`src/rtl/ris_pkg.sv`:
```
`default_nettype none

package ris_pkg;

    localparam int MAX_RECORDS = 64;
    localparam int NAME_BYTES  = 8;

    localparam int IDX_W   = 6;
    localparam int CNT_W   = 7;
    localparam int YEAR_W  = 3;
    localparam int GRADE_W = 7;
    localparam int NAME_W  = 64;
    localparam int KEY_W   = YEAR_W + GRADE_W + NAME_W;

    // only the low NAME_BYTES bytes of the surname take part in the compare
    localparam logic [NAME_W-1:0] NAME_MASK = (64'd1 << (8 * NAME_BYTES)) - 64'd1;

    typedef struct packed {
        logic             valid;
        logic [KEY_W-1:0] key;
        logic [IDX_W-1:0] idx;
    } ris_entry_t;

    typedef struct packed {
        logic insert;
        logic shift_out;
    } ris_ctl_t;

endpackage

`default_nettype wire

```
`src/rtl/ris_cell.sv`:
```
`default_nettype none

module ris_cell
    import ris_pkg::*;
(
    input  wire logic       aclk,
    input  wire logic       aresetn,
    input  wire ris_ctl_t   ctl,
    input  wire ris_entry_t new_entry,
    input  wire ris_entry_t left_entry,
    input  wire logic       left_gt,
    input  wire ris_entry_t right_entry,
    output logic            gt,
    output ris_entry_t      entry
);

    logic             valid_reg, valid_next;
    logic [KEY_W-1:0] key_reg, key_next;
    logic [IDX_W-1:0] idx_reg, idx_next;

    // empty cells sort after everything, so the free tail stays at the end
    assign gt = !valid_reg || (key_reg > new_entry.key);

    assign entry.valid = valid_reg;
    assign entry.key   = key_reg;
    assign entry.idx   = idx_reg;

    always_comb begin
        valid_next = valid_reg;
        key_next   = key_reg;
        idx_next   = idx_reg;
        if (ctl.insert && gt) begin
            if (left_gt) begin
                valid_next = left_entry.valid;
                key_next   = left_entry.key;
                idx_next   = left_entry.idx;
            end else begin
                valid_next = new_entry.valid;
                key_next   = new_entry.key;
                idx_next   = new_entry.idx;
            end
        end else if (ctl.shift_out) begin
            valid_next = right_entry.valid;
            key_next   = right_entry.key;
            idx_next   = right_entry.idx;
        end
    end

    always_ff @(posedge aclk) begin
        if (!aresetn) begin
            valid_reg <= 1'b0;
        end else begin
            valid_reg <= valid_next;
        end
        key_reg <= key_next;
        idx_reg <= idx_next;
    end

endmodule

`default_nettype wire

```
`config.mk`:
```
export PLATFORM = sky130hd
export DESIGN_NAME = ris_cell
export DESIGN_NICKNAME = d
export VERILOG_FILES = /design/src/rtl/ris_pkg.sv /design/src/rtl/ris_cell.sv
export SDC_FILE = /design/constraint.sdc
export NUM_CORES = 1
export LEC_CHECK = 0
export BUFFER_PORTS_ARGS = -buffer_cell sky130_fd_sc_hd__buf_4
export CAP_MARGIN = 5
export CORE_AREA = 2 2 128 130
export DETAILED_ROUTE_END_ITERATION = 8
export DIE_AREA = 0 0 130 132
export PLACE_DENSITY = 0.74
export RECOVER_POWER = 50
export SLEW_MARGIN = 20
export SYNTH_ARGS = -nofsm -noshare
export SYNTH_HDL_FRONTEND = slang
export SYNTH_SLANG_ARGS = --single-unit
```
`constraint.sdc`:
```
create_clock -name aclk -period 4.2 [get_ports aclk]
set_input_delay 0.21 -clock aclk [delete_from_list [all_inputs] [get_ports aclk]]
set_output_delay 0.21 -clock aclk [all_outputs]
set_load 0.005 [all_outputs]
```
### Word level (Yosys, flattened, before mapping)

Cells that the tools add are included.

* bits in registers: 81
* input port bits: 248
* output and inout bits: 82
* logic and storage cells: 17

* $lt $le $gt $ge: 1
* multiplexer cells: 9
* reduce and logical (&&, ||, !) cells: 4

Operator list (number)
* two-way mux 74 bit: 3
* > comparator 74 bit: 1
* two-way mux 6 bit: 3
* two-way mux 1 bit: 3
* nonzero test 2 bit: 1
* logical AND 1 bit: 1
* logical NOT 1 bit: 1
* logical OR 1 bit: 1

### Longest topological paths before layout

* depth in word-level cells: 4
* gate-level depth with buffers: 11
* gate-level depth less buffers: 10

### Worst setup path before layout

OpenSTA, ideal clock, no wires.

* path type: register to register
* start point: reg key_reg[73]
* end point: reg idx_reg[0] (enable)
* data arrival time: 4.006 ns
* required time: 3.748 ns
* path slack: -0.258 ns
* stages on the path, launching flop included: 9
* period minus slack after synthesis: 4.458 ns
* path through: edfxtp_1 -> ha_1 -> nand4_1 -> nor4_1 -> nand3_1 -> nor2_1 -> o221ai_4 -> buf_4 -> nand2b_1

* longest elaborated chain between the ends: 4

RTL lines
* start, declared: RTL line ris_cell.sv:18 `logic [KEY_W-1:0] key_reg, key_next;`
* start signal, assigned: RTL line ris_cell.sv:55 `key_reg <= key_next;`
* > comparator 74 bit: RTL line ris_cell.sv:22 `assign gt = !valid_reg || (key_reg > new_entry.key);`
* logical OR 1 bit: RTL line ris_cell.sv:22
* logical AND 1 bit: RTL line ris_cell.sv:32 `if (ctl.insert && gt) begin`
* nonzero test 2 bit (no source line)
* end signal, assigned: RTL line ris_cell.sv:56 `idx_reg <= idx_next;`
* end, declared: RTL line ris_cell.sv:19 `logic [IDX_W-1:0] idx_reg, idx_next;`

Every way passes these cells.
A chain may end at the register's enable or synchronous reset.

### Final worst setup path

* start point: reg key_reg[56]
* end point: reg key_reg[12], data pin

* longest elaborated chain between the ends: 4

RTL lines (RTL line)
* > comparator 74 bit: ris_cell.sv:22
* logical OR 1 bit: ris_cell.sv:22
* logical AND 1 bit: ris_cell.sv:32
* two-way mux 74 bit: ris_cell.sv:32
* named net key_next[12]: ris_cell.sv:18

The timed path passes the listed nets, and every way through them passes these cells.

==> impl_summary.md <==
Floorplan
The die is approximately 130 µm wide. In this run the vertical extent of the chip is roughly 130 µm. The initial utilization of the core area, before any placement, comes to 39.01%. The overall die area is around 17000 µm².

The I/O pin total is 330. The core box area is 15710 µm². After floorplanning, the core was divided into 46 placement rows.

Timing
Headroom to the max-slew limit came out at 43.92%. Setup repair after global routing left no endpoint under its margin. The max-slew violation count is 0. Setup total negative slack on the finished layout was measured at 0 ps. The smallest clock period supported by the final layout is computed as roughly 3600 ps. The number of endpoints failing setup at the final stage is 0. The setup skew after layout is between 10 and 15 ps. Final hold analysis gives a worst-case slack of about 90 ps.

Setup slack on the critical path of the routed design comes to roughly 560 ps. The slew of the pin with the lowest slew margin is 833.5 ps. The final critical path takes up 86.70% of the cycle. Timing would allow up to around 270 MHz. The number of hold violations in the final report is 0.

Worst setup path
For the worst setup path, the data arrival time is approximately 3700 ps. The kind of launch point of the worst setup path is a flop. The worst setup path is captured at a flop. The data required time at the worst endpoint is 4300 ps. The critical path in this run is classified as reg2reg. The maximum fanout along the worst path is 32.

Global routing
For this run the aggregate overflow at the end of global routing stands at 0. The global-route wire length before repair is 29370 µm. Entering global routing, the biggest net connects 79 pins. The number of antenna violations at the first check in global routing is 0. The overall track demand over capacity in global routing is between 20% and 30%. The via count of the first global-routing pass is a little under 6000.

Synthesis
Summing the areas of all compound-gate instances in the mapped netlist gives between 10% and 20% of the synthesized area. A synthesized cell averages ~9.9 µm². The synthesized netlist devotes roughly 15% of its cell area to adder and majority cells. Counting distinct cell types in the post-synthesis netlist gives 37. Synthesis inferred ~80 register bits.

For this run, the register share of the synthesized area comes to between 30% and 40%. When the netlist entered floorplanning its net count stood at ~940. The synthesized netlist devotes a little over 10% of its cell area to simple gates. Summing the areas of all xor and xnor instances in the mapped netlist gives 0% of the synthesized area.

The synthesized instance count is ~620. In the synthesized netlist, mux cells make up around 16% of the area. The number of warnings issued by yosys is 0.

The area of the mapped netlist is ~6100 µm². After synthesis, the largest family of logic cells by area is multiplexers.

CTS
In this run, post-CTS hold repair placed 0 buffers. The clock tree synthesis step divided the H-tree into 3 levels. The CTS root buffer is sky130_fd_sc_hd__clkbuf_16. The clock slew at the register clock pins of the worst setup and hold paths is 60 ps. TritonCTS built the clock tree. The number of instances resized during post-cts repair is 0. The clock reaches the later pin of the worst-skew pair after 350 ps. The tree built by TritonCTS fans out to 81 sinks.

The total CTS buffers is 9. The buffer levels on the longest clock path is 2. In this run the post-CTS setup repair buffer count came out at 0.

Power and ir drop
The power per cell area is slightly above 300 nW/µm². The leakage power total is approximately 4.3 nW. Overall power consumption after layout is estimated at approximately 2.8 mW. VDD sags by at most just under 0.2 mV.

Detailed routing
The DRC violation total after the first TritonRoute iteration is between 200 and 250. The via count is 5718. The count of nets left with antenna violations once routing finished came out at 0. The total routed wirelength is between 15000 and 20000 µm.

Dividing the detail-routed wire length by the instance count gives between 15 and 20 µm. The first detailed-routing pass took 4 iterations. In the routed layout, each cell is associated on average with a via count of 4.921. The residual DRC count is 0.

Layout
The core utilization of the finished layout is a little under three fifths. The flip-flop count of the largest register, all copies and words added is 74. The area of all placed cells without fillers is 9014 µm². Excluding fillers, the count of instances in the completed layout stands at approximately 1200. The diode insertion count for antenna repair is 0. At the end of the flow, the number of nets in the layout was roughly 1300. The area growth from synthesis to layout is 47.05%. Cells with a size suffix above 1 make up 41.97% of the layout.

Place
The placed instances occupy a cell area of approximately 9000 µm². The worst slack at placement is between 600 and 700 ps. The HPWL after detailed placement is 15290 µm. The number of buffer cells added on primary ports is 329. The routability congestion estimate is about 0.85. In this run, placement finished with an instance count of 1146.

Worst hold path
The path class of the tightest hold or removal check is in2reg.

Status
The run finished with clean final reports.

Job
The count of max-cap constraint violations is 0.
worst paths after layout:
check / start / slack, ps / to / cells after the start
setup / recovery: key_reg[56] / 560 / key_reg[12] / 10
hold / removal: ctl[0] / 90 / valid_reg / 2
setup reg to reg: key_reg[56] / 560 / key_reg[12] / 10
hold reg to reg: valid_reg / 790 / valid_reg / 4
placed cells by master (no fill, tap or decap), types with 2 or more instances in the layout:
master	synthesis	layout
sky130_fd_sc_hd__buf_4	9	250
sky130_fd_sc_hd__nand2_1	91	91
sky130_fd_sc_hd__o21ai_0	87	87
sky130_fd_sc_hd__mux2_2	81	81
sky130_fd_sc_hd__edfxtp_1	80	80
sky130_fd_sc_hd__inv_1	77	77
sky130_fd_sc_hd__ha_1	74	74
sky130_fd_sc_hd__clkbuf_4	0	47
sky130_fd_sc_hd__clkbuf_1	14	34
sky130_fd_sc_hd__a21oi_1	28	28
sky130_fd_sc_hd__nand4_1	13	13
sky130_fd_sc_hd__nor2_1	11	11
sky130_fd_sc_hd__nand3_1	9	9
sky130_fd_sc_hd__clkbuf_16	0	9
sky130_fd_sc_hd__mux2_1	6	6
sky130_fd_sc_hd__nor4_1	4	4
sky130_fd_sc_hd__a21o_1	4	4
sky130_fd_sc_hd__and4_1	3	3
sky130_fd_sc_hd__a211oi_1	3	3
sky130_fd_sc_hd__clkinv_2	0	3
sky130_fd_sc_hd__bufinv_16	0	3
sky130_fd_sc_hd__buf_12	0	3
sky130_fd_sc_hd__a221oi_1	2	2
sky130_fd_sc_hd__nor3_1	2	2
sky130_fd_sc_hd__a211o_1	2	2
sky130_fd_sc_hd__and3_1	2	2
Yosys cell counts:
master | count | share of area [%]
sky130_fd_sc_hd__and3_1 | 2 | 0.20
sky130_fd_sc_hd__buf_1 | 3 | 0.18
sky130_fd_sc_hd__o21a_1 | 1 | 0.12
sky130_fd_sc_hd__a211oi_1 | 3 | 0.37
sky130_fd_sc_hd__nand2_1 | 91 | 5.6
sky130_fd_sc_hd__o31ai_1 | 1 | 0.12
sky130_fd_sc_hd__nand2b_1 | 2 | 0.20
sky130_fd_sc_hd__clkbuf_1 | 14 | 0.86
sky130_fd_sc_hd__o221ai_4 | 1 | 0.43
sky130_fd_sc_hd__and2_0 | 1 | 0.10
sky130_fd_sc_hd__a21o_1 | 4 | 0.49
sky130_fd_sc_hd__inv_1 | 77 | 4.7
sky130_fd_sc_hd__dfxtp_1 | 1 | 0.33
sky130_fd_sc_hd__a221oi_1 | 2 | 0.29
sky130_fd_sc_hd__a311oi_1 | 1 | 0.14
sky130_fd_sc_hd__a221o_1 | 1 | 0.16
sky130_fd_sc_hd__nand3_1 | 9 | 0.73
sky130_fd_sc_hd__mux2_1 | 6 | 1.1
sky130_fd_sc_hd__a21oi_1 | 28 | 2.3
sky130_fd_sc_hd__o22ai_1 | 1 | 0.10
sky130_fd_sc_hd__buf_4 | 9 | 1.1
sky130_fd_sc_hd__mux2i_1 | 1 | 0.16
sky130_fd_sc_hd__a21boi_0 | 1 | 0.12
sky130_fd_sc_hd__nand4_1 | 13 | 1.3
sky130_fd_sc_hd__ha_1 | 74 | 15
sky130_fd_sc_hd__nor3_1 | 2 | 0.16
sky130_fd_sc_hd__nor4_1 | 4 | 0.41
sky130_fd_sc_hd__o211ai_1 | 1 | 0.12
sky130_fd_sc_hd__o21ai_0 | 87 | 7.1
sky130_fd_sc_hd__mux2_2 | 81 | 15
sky130_fd_sc_hd__nor2_1 | 11 | 0.67
sky130_fd_sc_hd__and4_1 | 3 | 0.43
sky130_fd_sc_hd__edfxtp_1 | 80 | 39
sky130_fd_sc_hd__a211o_1 | 2 | 0.29
sky130_fd_sc_hd__a2111oi_0 | 1 | 0.14
sky130_fd_sc_hd__nor4b_1 | 1 | 0.14
sky130_fd_sc_hd__nand3b_1 | 1 | 0.12
layout make-up:
type	instances	area (µm²)
Clock inverter	7	108.9
Clock buffer	9	225.2
Tap cell	216	270.3
Fill cell	1412	6699
Multi-Input combinational cell	437	3277
Sequential cell	81	2422
Inverter	77	289.0
Timing Repair Buffer	335	2421
cell families after synthesis:
family / after synthesis
multiplexers: 88
buffers and inverters: 103
AO/OA/AOI/OAI: 135
flip-flops: 81
adder cells (fa/ha/maj): 74
AND/OR/NAND/NOR: 140
worst max-delay path, cell delays in order (launching register included):
cell and delay (ps):
sky130_fd_sc_hd__edfxtp_1 420, sky130_fd_sc_hd__ha_1 330, sky130_fd_sc_hd__nand4_1 220, sky130_fd_sc_hd__nor3_1 90, sky130_fd_sc_hd__a211o_1 250, sky130_fd_sc_hd__a211oi_1 220, sky130_fd_sc_hd__o21ai_0 130, sky130_fd_sc_hd__a211o_1 350
sky130_fd_sc_hd__o221ai_1 460, sky130_fd_sc_hd__buf_4 490, sky130_fd_sc_hd__mux2_2 390
power breakdown:
part | switching [mW] | total (mW) | internal (mW)
clock network | 0.338 | 0.914 | 0.576
logic | 0.364 | 0.813 | 0.449
registers | 0.0569 | 1.08 | 1.02
total | 0.759 | 2.80 | 2.05
metal layers:
| metal | part of all wire [%] | track usage (%) | wire length [µm] |
|---|---|---|---|
| met5 | 0 | 0 | 0 |
| met2 | 50 | 39.41 | 9581 |
| met1 | 39 | 24.23 | 7352 |
| met3 | 8.6 | 6.494 | 1629 |
| met4 | 2.6 | 8.303 | 487 |
(Power assumes the default switching activity.)
